`src/hw/rtl/rth_pkg.sv`:
```
// Package for the 8-bit RGB to HSV converter.
// Holds the pipeline payload types, the fixed constants and the divider step.
// No dependencies.
package rth_pkg;

  // Channel width and the number of quotient bits, one per divider cell.
  localparam int unsigned ChW  = 8;
  localparam int unsigned QuoW = 8;

  // Hue scale: one sixth of a turn, and the base of each primary sector.
  localparam logic [ChW-1:0] HueSpan   = 8'd43;
  localparam logic [ChW-1:0] HueBaseR  = 8'd0;
  localparam logic [ChW-1:0] HueBaseG  = 8'd85;
  localparam logic [ChW-1:0] HueBaseB  = 8'd171;
  localparam logic [ChW-1:0] FullScale = 8'd255;

  // One restoring-division lane: partial remainder, numerator bits still to
  // be shifted in, divisor and the quotient collected so far.
  typedef struct packed {
    logic [ChW-1:0]  rem;
    logic [ChW-1:0]  num_lo;
    logic [ChW-1:0]  den;
    logic [QuoW-1:0] quo;
  } lane_t;

  // Everything a pixel carries down the divider chain.
  typedef struct packed {
    lane_t          sat;
    lane_t          hue;
    logic [ChW-1:0] base;
    logic           neg;
    logic           black;
    logic           grey;
    logic [ChW-1:0] value;
  } cell_t;

  // One quotient bit of restoring division. The remainder stays below the
  // divisor, so the trial value fits in nine bits.
  function automatic lane_t div_step(lane_t l);
    lane_t      n;
    logic [ChW:0] trial;
    logic [ChW:0] diff;
    logic         ge;
    trial    = {l.rem, l.num_lo[ChW-1]};
    diff     = trial - {1'b0, l.den};
    ge       = (trial >= {1'b0, l.den});
    n.rem    = ge ? diff[ChW-1:0] : trial[ChW-1:0];
    n.num_lo = {l.num_lo[ChW-2:0], 1'b0};
    n.den    = l.den;
    n.quo    = {l.quo[QuoW-2:0], ge};
    return n;
  endfunction

endpackage

```
`src/hw/rtl/rth_front.sv`:
```
// Front stage of the RGB to HSV converter: maximum, minimum, hue sector and
// the two division numerators, registered. Depends on rth_pkg.
module rth_front (
  input  logic               clk_i,
  input  logic               rst_ni,
  input  logic               en_i,
  input  logic               vld_i,
  input  logic [7:0]         red_i,
  input  logic [7:0]         green_i,
  input  logic [7:0]         blue_i,
  output logic               vld_o,
  output rth_pkg::cell_t     data_o
);
  import rth_pkg::*;

  logic [ChW-1:0]   mx, mn, d, op_a, op_b, mag, base;
  logic             neg;
  logic [2*ChW-1:0] sat_num, hue_num;
  cell_t            cell_d;
  cell_t            cell_q;
  logic             vld_q;

  // Largest and smallest channel, and the sector of the maximum. On a tie
  // red wins over green and green over blue.
  always_comb begin
    mx = (red_i > green_i) ? ((red_i > blue_i) ? red_i : blue_i)
                           : ((green_i > blue_i) ? green_i : blue_i);
    mn = (red_i < green_i) ? ((red_i < blue_i) ? red_i : blue_i)
                           : ((green_i < blue_i) ? green_i : blue_i);
    d  = mx - mn;
    if (mx == red_i) begin
      base = HueBaseR;
      op_a = green_i;
      op_b = blue_i;
    end else if (mx == green_i) begin
      base = HueBaseG;
      op_a = blue_i;
      op_b = red_i;
    end else begin
      base = HueBaseB;
      op_a = red_i;
      op_b = green_i;
    end
    neg = (op_a < op_b);
    mag = neg ? (op_b - op_a) : (op_a - op_b);
  end

  // Numerators. Both stay below 256 times their divisor, so the quotient
  // fits in eight bits and the upper byte is a valid starting remainder.
  always_comb begin
    sat_num = (2*ChW)'(FullScale) * (2*ChW)'(d);
    hue_num = (2*ChW)'(HueSpan) * (2*ChW)'(mag);

    cell_d.sat.rem    = sat_num[2*ChW-1:ChW];
    cell_d.sat.num_lo = sat_num[ChW-1:0];
    cell_d.sat.den    = mx;
    cell_d.sat.quo    = '0;
    cell_d.hue.rem    = hue_num[2*ChW-1:ChW];
    cell_d.hue.num_lo = hue_num[ChW-1:0];
    cell_d.hue.den    = d;
    cell_d.hue.quo    = '0;
    cell_d.base       = base;
    cell_d.neg        = neg;
    cell_d.black      = (mx == '0);
    cell_d.grey       = (d == '0);
    cell_d.value      = mx;
  end

  // Stage valid.
  always_ff @(posedge clk_i or negedge rst_ni) begin
    if (!rst_ni) begin
      vld_q <= 1'b0;
    end else if (en_i) begin
      vld_q <= vld_i;
    end
  end

  // Stage payload.
  always_ff @(posedge clk_i) begin
    if (en_i) begin
      cell_q <= cell_d;
    end
  end

  assign vld_o  = vld_q;
  assign data_o = cell_q;

endmodule

```
`src/hw/rtl/rth_div_cell.sv`:
```
// One cell of the divider chain: a quotient bit for saturation and for hue.
// Depends on rth_pkg.
module rth_div_cell (
  input  logic           clk_i,
  input  logic           rst_ni,
  input  logic           en_i,
  input  logic           vld_i,
  input  rth_pkg::cell_t data_i,
  output logic           vld_o,
  output rth_pkg::cell_t data_o
);
  import rth_pkg::*;

  logic  vld_q;
  cell_t data_d;
  cell_t data_q;

  // Both lanes take one step; the rest of the pixel rides along.
  always_comb begin
    data_d     = data_i;
    data_d.sat = div_step(data_i.sat);
    data_d.hue = div_step(data_i.hue);
  end

  always_ff @(posedge clk_i or negedge rst_ni) begin
    if (!rst_ni) begin
      vld_q <= 1'b0;
    end else if (en_i) begin
      vld_q <= vld_i;
    end
  end

  always_ff @(posedge clk_i) begin
    if (en_i) begin
      data_q <= data_d;
    end
  end

  assign vld_o  = vld_q;
  assign data_o = data_q;

endmodule

```
`src/hw/rtl/rgb_to_hsv_8bit_unit.sv`:
```
// Top level of the 8-bit RGB to HSV converter.
// Depends on rth_pkg, rth_front and rth_div_cell.
//
// Converts one 8-bit RGB pixel to 8-bit HSV per clock. Each pixel passes ten
// register stages: one front stage for maximum, minimum and numerators, a
// chain of eight divider cells that each settle one quotient bit of both
// saturation and hue, and the output register. A pixel that waited in the
// skid register shows later, and a result held by out_stall_i stays on the
// outputs until it is taken. Throughput is one pixel per clock while the
// output is not stalled. A two-entry boundary (input skid register plus
// output register) keeps in_stall_o a registered signal.
// Hue is 43 steps per sixth of a turn, wrapped modulo 256.
module rgb_to_hsv_8bit_unit (
  input  logic       clk_i,
  input  logic       rst_ni,
  input  logic       in_valid_i,
  output logic       in_stall_o,
  input  logic [7:0] red_i,
  input  logic [7:0] green_i,
  input  logic [7:0] blue_i,
  output logic       out_valid_o,
  input  logic       out_stall_i,
  output logic [7:0] hue_o,
  output logic [7:0] saturation_o,
  output logic [7:0] brightness_o
);
  import rth_pkg::*;

  logic           en;
  logic           skid_vld_q;
  logic [ChW-1:0] skid_r_q, skid_g_q, skid_b_q;
  logic           src_vld;
  logic [ChW-1:0] src_r, src_g, src_b;
  logic           accept;

  logic           vld [QuoW+1];
  cell_t          data [QuoW+1];

  logic           out_vld_q;
  logic [ChW-1:0] hue_d, hue_q, sat_d, sat_q, val_q;

  // The whole pipeline moves unless a result is held at the output.
  assign en     = !(out_vld_q && out_stall_i);
  assign accept = in_valid_i && !skid_vld_q;

  // Input skid register: catches the transfer made while the pipeline holds.
  always_ff @(posedge clk_i or negedge rst_ni) begin
    if (!rst_ni) begin
      skid_vld_q <= 1'b0;
    end else if (en) begin
      skid_vld_q <= 1'b0;
    end else if (accept) begin
      skid_vld_q <= 1'b1;
    end
  end

  always_ff @(posedge clk_i) begin
    if (!en && accept) begin
      skid_r_q <= red_i;
      skid_g_q <= green_i;
      skid_b_q <= blue_i;
    end
  end

  assign in_stall_o = skid_vld_q;
  assign src_vld    = skid_vld_q || in_valid_i;
  assign src_r      = skid_vld_q ? skid_r_q : red_i;
  assign src_g      = skid_vld_q ? skid_g_q : green_i;
  assign src_b      = skid_vld_q ? skid_b_q : blue_i;

  // Front stage.
  rth_front u_front (
    .clk_i   (clk_i),
    .rst_ni  (rst_ni),
    .en_i    (en),
    .vld_i   (src_vld),
    .red_i   (src_r),
    .green_i (src_g),
    .blue_i  (src_b),
    .vld_o   (vld[0]),
    .data_o  (data[0])
  );

  // Divider chain, one quotient bit per cell, most significant first.
  for (genvar i = 0; i < QuoW; i++) begin : g_cell
    rth_div_cell u_cell (
      .clk_i  (clk_i),
      .rst_ni (rst_ni),
      .en_i   (en),
      .vld_i  (vld[i]),
      .data_i (data[i]),
      .vld_o  (vld[i+1]),
      .data_o (data[i+1])
    );
  end

  // Final hue and saturation: saturation forced to zero for black pixels, hue for grey or unsaturated ones.
  always_comb begin
    sat_d = data[QuoW].black ? '0 : data[QuoW].sat.quo;
    if (data[QuoW].grey || (sat_d == '0)) begin
      hue_d = '0;
    end else if (data[QuoW].neg) begin
      hue_d = data[QuoW].base - data[QuoW].hue.quo;
    end else begin
      hue_d = data[QuoW].base + data[QuoW].hue.quo;
    end
  end

  // Output register.
  always_ff @(posedge clk_i or negedge rst_ni) begin
    if (!rst_ni) begin
      out_vld_q <= 1'b0;
    end else if (en) begin
      out_vld_q <= vld[QuoW];
    end
  end

  always_ff @(posedge clk_i) begin
    if (en) begin
      hue_q <= hue_d;
      sat_q <= sat_d;
      val_q <= data[QuoW].value;
    end
  end

  assign out_valid_o  = out_vld_q;
  assign hue_o        = hue_q;
  assign saturation_o = sat_q;
  assign brightness_o = val_q;

endmodule

```
`config.mk`:
```
export PLATFORM = sky130hd
export DESIGN_NAME = rgb_to_hsv_8bit_unit
export DESIGN_NICKNAME = d
export VERILOG_FILES = /design/src/hw/rtl/rth_pkg.sv /design/src/hw/rtl/rth_front.sv /design/src/hw/rtl/rth_div_cell.sv /design/src/hw/rtl/rgb_to_hsv_8bit_unit.sv
export SDC_FILE = /design/constraint.sdc
export NUM_CORES = 1
export LEC_CHECK = 0
export BUFFER_PORTS_ARGS = -buffer_cell sky130_fd_sc_hd__buf_2
export CORE_AREA = 5 5 318 320
export CTS_CLUSTER_DIAMETER = 40
export DETAILED_ROUTE_END_ITERATION = 7
export DIE_AREA = 0 0 323 325
export GPL_ROUTABILITY_DRIVEN = 0
export GPL_TIMING_DRIVEN = 0
export PLACE_DENSITY = 0.57
export SETUP_SLACK_MARGIN = 0.1
export SLEW_MARGIN = 20
export SYNTH_ARGS = -nofsm -noshare
export SYNTH_HDL_FRONTEND = slang
export SYNTH_HIERARCHICAL = 1
export SYNTH_SLANG_ARGS = --single-unit
```
`constraint.sdc`:
```
create_clock -name clk_i -period 45.1 [get_ports clk_i]
set_input_delay 6.765 -clock clk_i [delete_from_list [all_inputs] [get_ports clk_i]]
set_output_delay 6.765 -clock clk_i [all_outputs]
set_load 0.01 [all_outputs]
```
==> impl_metrics.py <==
metrics = {
    "drt": {
        "routed_wl_um": 54800,
        "first_iter_violations": 1127,
        "dr.pass1.iters": 8,
        "wl_per_cell_um": 14.2,
        "vias_per_cell": 4.70,
        "drc": 0,
        "drt.antenna.violating_nets": 0,
        "vias": 18100,
    },
    "finish": {
        "diodes": 0,
        "final_cell_mix": "edfxtp_1 (603), inv_1 (305), ha_1 (253), a21oi_1 (99), mux2_2 (97)",
        "postLayoutCoreUtil_pct": 37.9,
        "fin_nets": 2811,
        "drive_gt1_share_pct": 17.2,
        "layout_commonest_cell": "edfxtp_1",
        "syn_to_final_growth_pct": 17.1,
    },
    "placed_design": {
        "port_buffers": 53,
        "dpl.hpwl_um": 39500,
    },
    "cts": {
        "cts_buffers": 95,
        "cts.sinks": 614,
        "cts_setup_buffers": 0,
        "clk_pin_slew_worst_paths_ns": 0.05,
        "ctsHoldBuffers": 0,
        "cts-root-buf": "clkbuf_16",
        "cts_resized": 0,
        "cts_tree": "done",
        "cts-htree-levels": 3,
        "clock_path_buffers": 3,
        "clk_latency_ns": 0.64,
    },
    "grt": {
        "grt-ovfl-total": 0,
        "antenna_found_initial": 1,
        "grt_usage_pct": 10.2,
        "grt_pass1_wl_um": 90300,
        "grt_pass1_vias": 18500,
        "grt_start_max_net_pins": 61,
    },
    "worst_setup_path": {
        "critPathLaunchType": "input port",
        "critPathMaxStageDelay_ns": 0.77,
        "reg2reg_slack_ns": 33.97,
        "cp_data_arrival_time_ns": 16.84,
        "worstPathRequired_ns": 45.45,
        "cp_common_cell": "a21oi_1",
        "r2r-start": "in_stall_o$_DFFE_PN0P_",
        "path_max_fanout": 10,
        "endpoint_kind": "flip-flop",
        "r2r.worst_path.cells": 41,
        "slowest_stage": "o41ai_4",
        "timing.rr.end": "u_front/data_o[48]$_DFFE_PP_",
        "worstSetupPathType": "input port to flip-flop",
    },
    "flow_run": {
        "maxCapViolations": 0,
    },
    "timing": {
        "final_hold_viol_count": 0,
        "hold_ws_ns": 0.370,
        "fin_tns_setup_ns": 0,
        "setup_viol": 0,
        "period_needed_ns": 16.49,
        "relSlewSlack_pct": 24.3,
        "fmax_mhz": 60.6,
        "rsz0062_at_grt": "false",
        "finalClockSkew_ns": 0.0502,
        "worst_slew_pin_slew_ns": 1.13,
        "drv_slew": 0,
        "layout_worst_path_cycle_share_pct": 36.6,
    },
    "die": {
        "core_area_um2": 97800,
        "die_area_um2": 105000,
        "rows": 115,
        "initial_utilization_pct": 32.4,
        "die_h_um": 325,
        "die_x_um": 323,
        "io_pins": 54,
    },
    "outcome": {
        "outcome": "finished clean",
    },
    "worst_hold_path": {
        "min-delay-start": "u_front/data_o[41]$_DFFE_PP_",
        "hold_class": "flip-flop to flip-flop",
        "min_to": "g_cell[0].u_cell/data_o[42]$_DFFE_PP_",
        "holdPathStages": 0,
    },
    "synthesis": {
        "syn-cell-area_um2": 31700,
        "synth_warnings": 6,
        "syn_inst": 2314,
        "syn_avg_cell_area_um2": 13.7,
    },
}
## how the worst max path moves through the flow
| stage | from | to | slack, ns | cells past startpoint |
|---|---|---|---|---|
| 3_5_place_dp | green_i[2] | u_front/data_o[48]$_DFFE_PP_ | 28.12 | 40 |
| 2_1_floorplan | out_stall_i | skid_b_q[0]$_DFFE_PP_ | 18.73 | 2 |
| 4_1_cts | green_i[2] | u_front/data_o[48]$_DFFE_PP_ | 28.76 | 40 |
| 6_report | green_i[2] | u_front/data_o[48]$_DFFE_PP_ | 28.61 | 40 |
| 3_3_place_gp | out_stall_i | skid_r_q[4]$_DFFE_PP_ | 10.27 | 3 |
| 5_1_grt | green_i[2] | u_front/data_o[48]$_DFFE_PP_ | 28.08 | 40 |
## layer usage
metal / vias to the layer above / share of wire, % / routed length, um / GRT usage [%]
met5: - / 0 / 0 / 0
li1: 8882 / - / - / -
met2: 416 / 48 / 26400 / 17.3
met3: 171 / 4.8 / 2630 / 2.48
met1: 8628 / 43 / 23800 / 12.6
met4: 0 / 3.6 / 1980 / 4.30
## flip-flops by register name, summed over array words and instances, names as in the netlist
signal                cells
skid_b_q                  8
saturation_o              8
g_cell.u_cell/data_o    504
u_front/vld_o             1
skid_r_q                  8
u_front/data_o           51
in_stall_o                1
hue_o                     8
out_valid_o               1
skid_g_q                  8
g_cell.u_cell/vld_o       8
brightness_o              8
## stage by stage
step                      std cells  area [um2]  setup WS [ns]
after global routing           3847       37100          28.08
after global placement         3655       33500          10.27
after floorplan                2315       31700          18.73
after detailed placement       3669       33800          28.12
after CTS                      3847       37100          28.76
final                          3847       37100          28.61
## cell type report
cell class                      instances  area, um2
Clock inverter                         75        800
Fill cell                            9211      60800
Timing Repair Buffer                   67        551
Tap cell                             1287       1610
Buffer                                 47        274
Multi-Input combinational cell       1342      11900
Inverter                              312       1170
Clock buffer                          103       2440
Sequential cell                       614      18400
## worst max-delay path, delay by kind of cell
family / cells / cell delay [ns]
compound gates: 19 / 4.64
fa+ha+maj: 7 / 2.62
mux: 4 / 1.09
buf+inv: 6 / 1.12
simple gates: 2 / 0.25
xor+xnor: 2 / 0.35
Power is not shown: default switching activity piles up to over one toggle a cycle in this logic, so the estimate is an artifact.
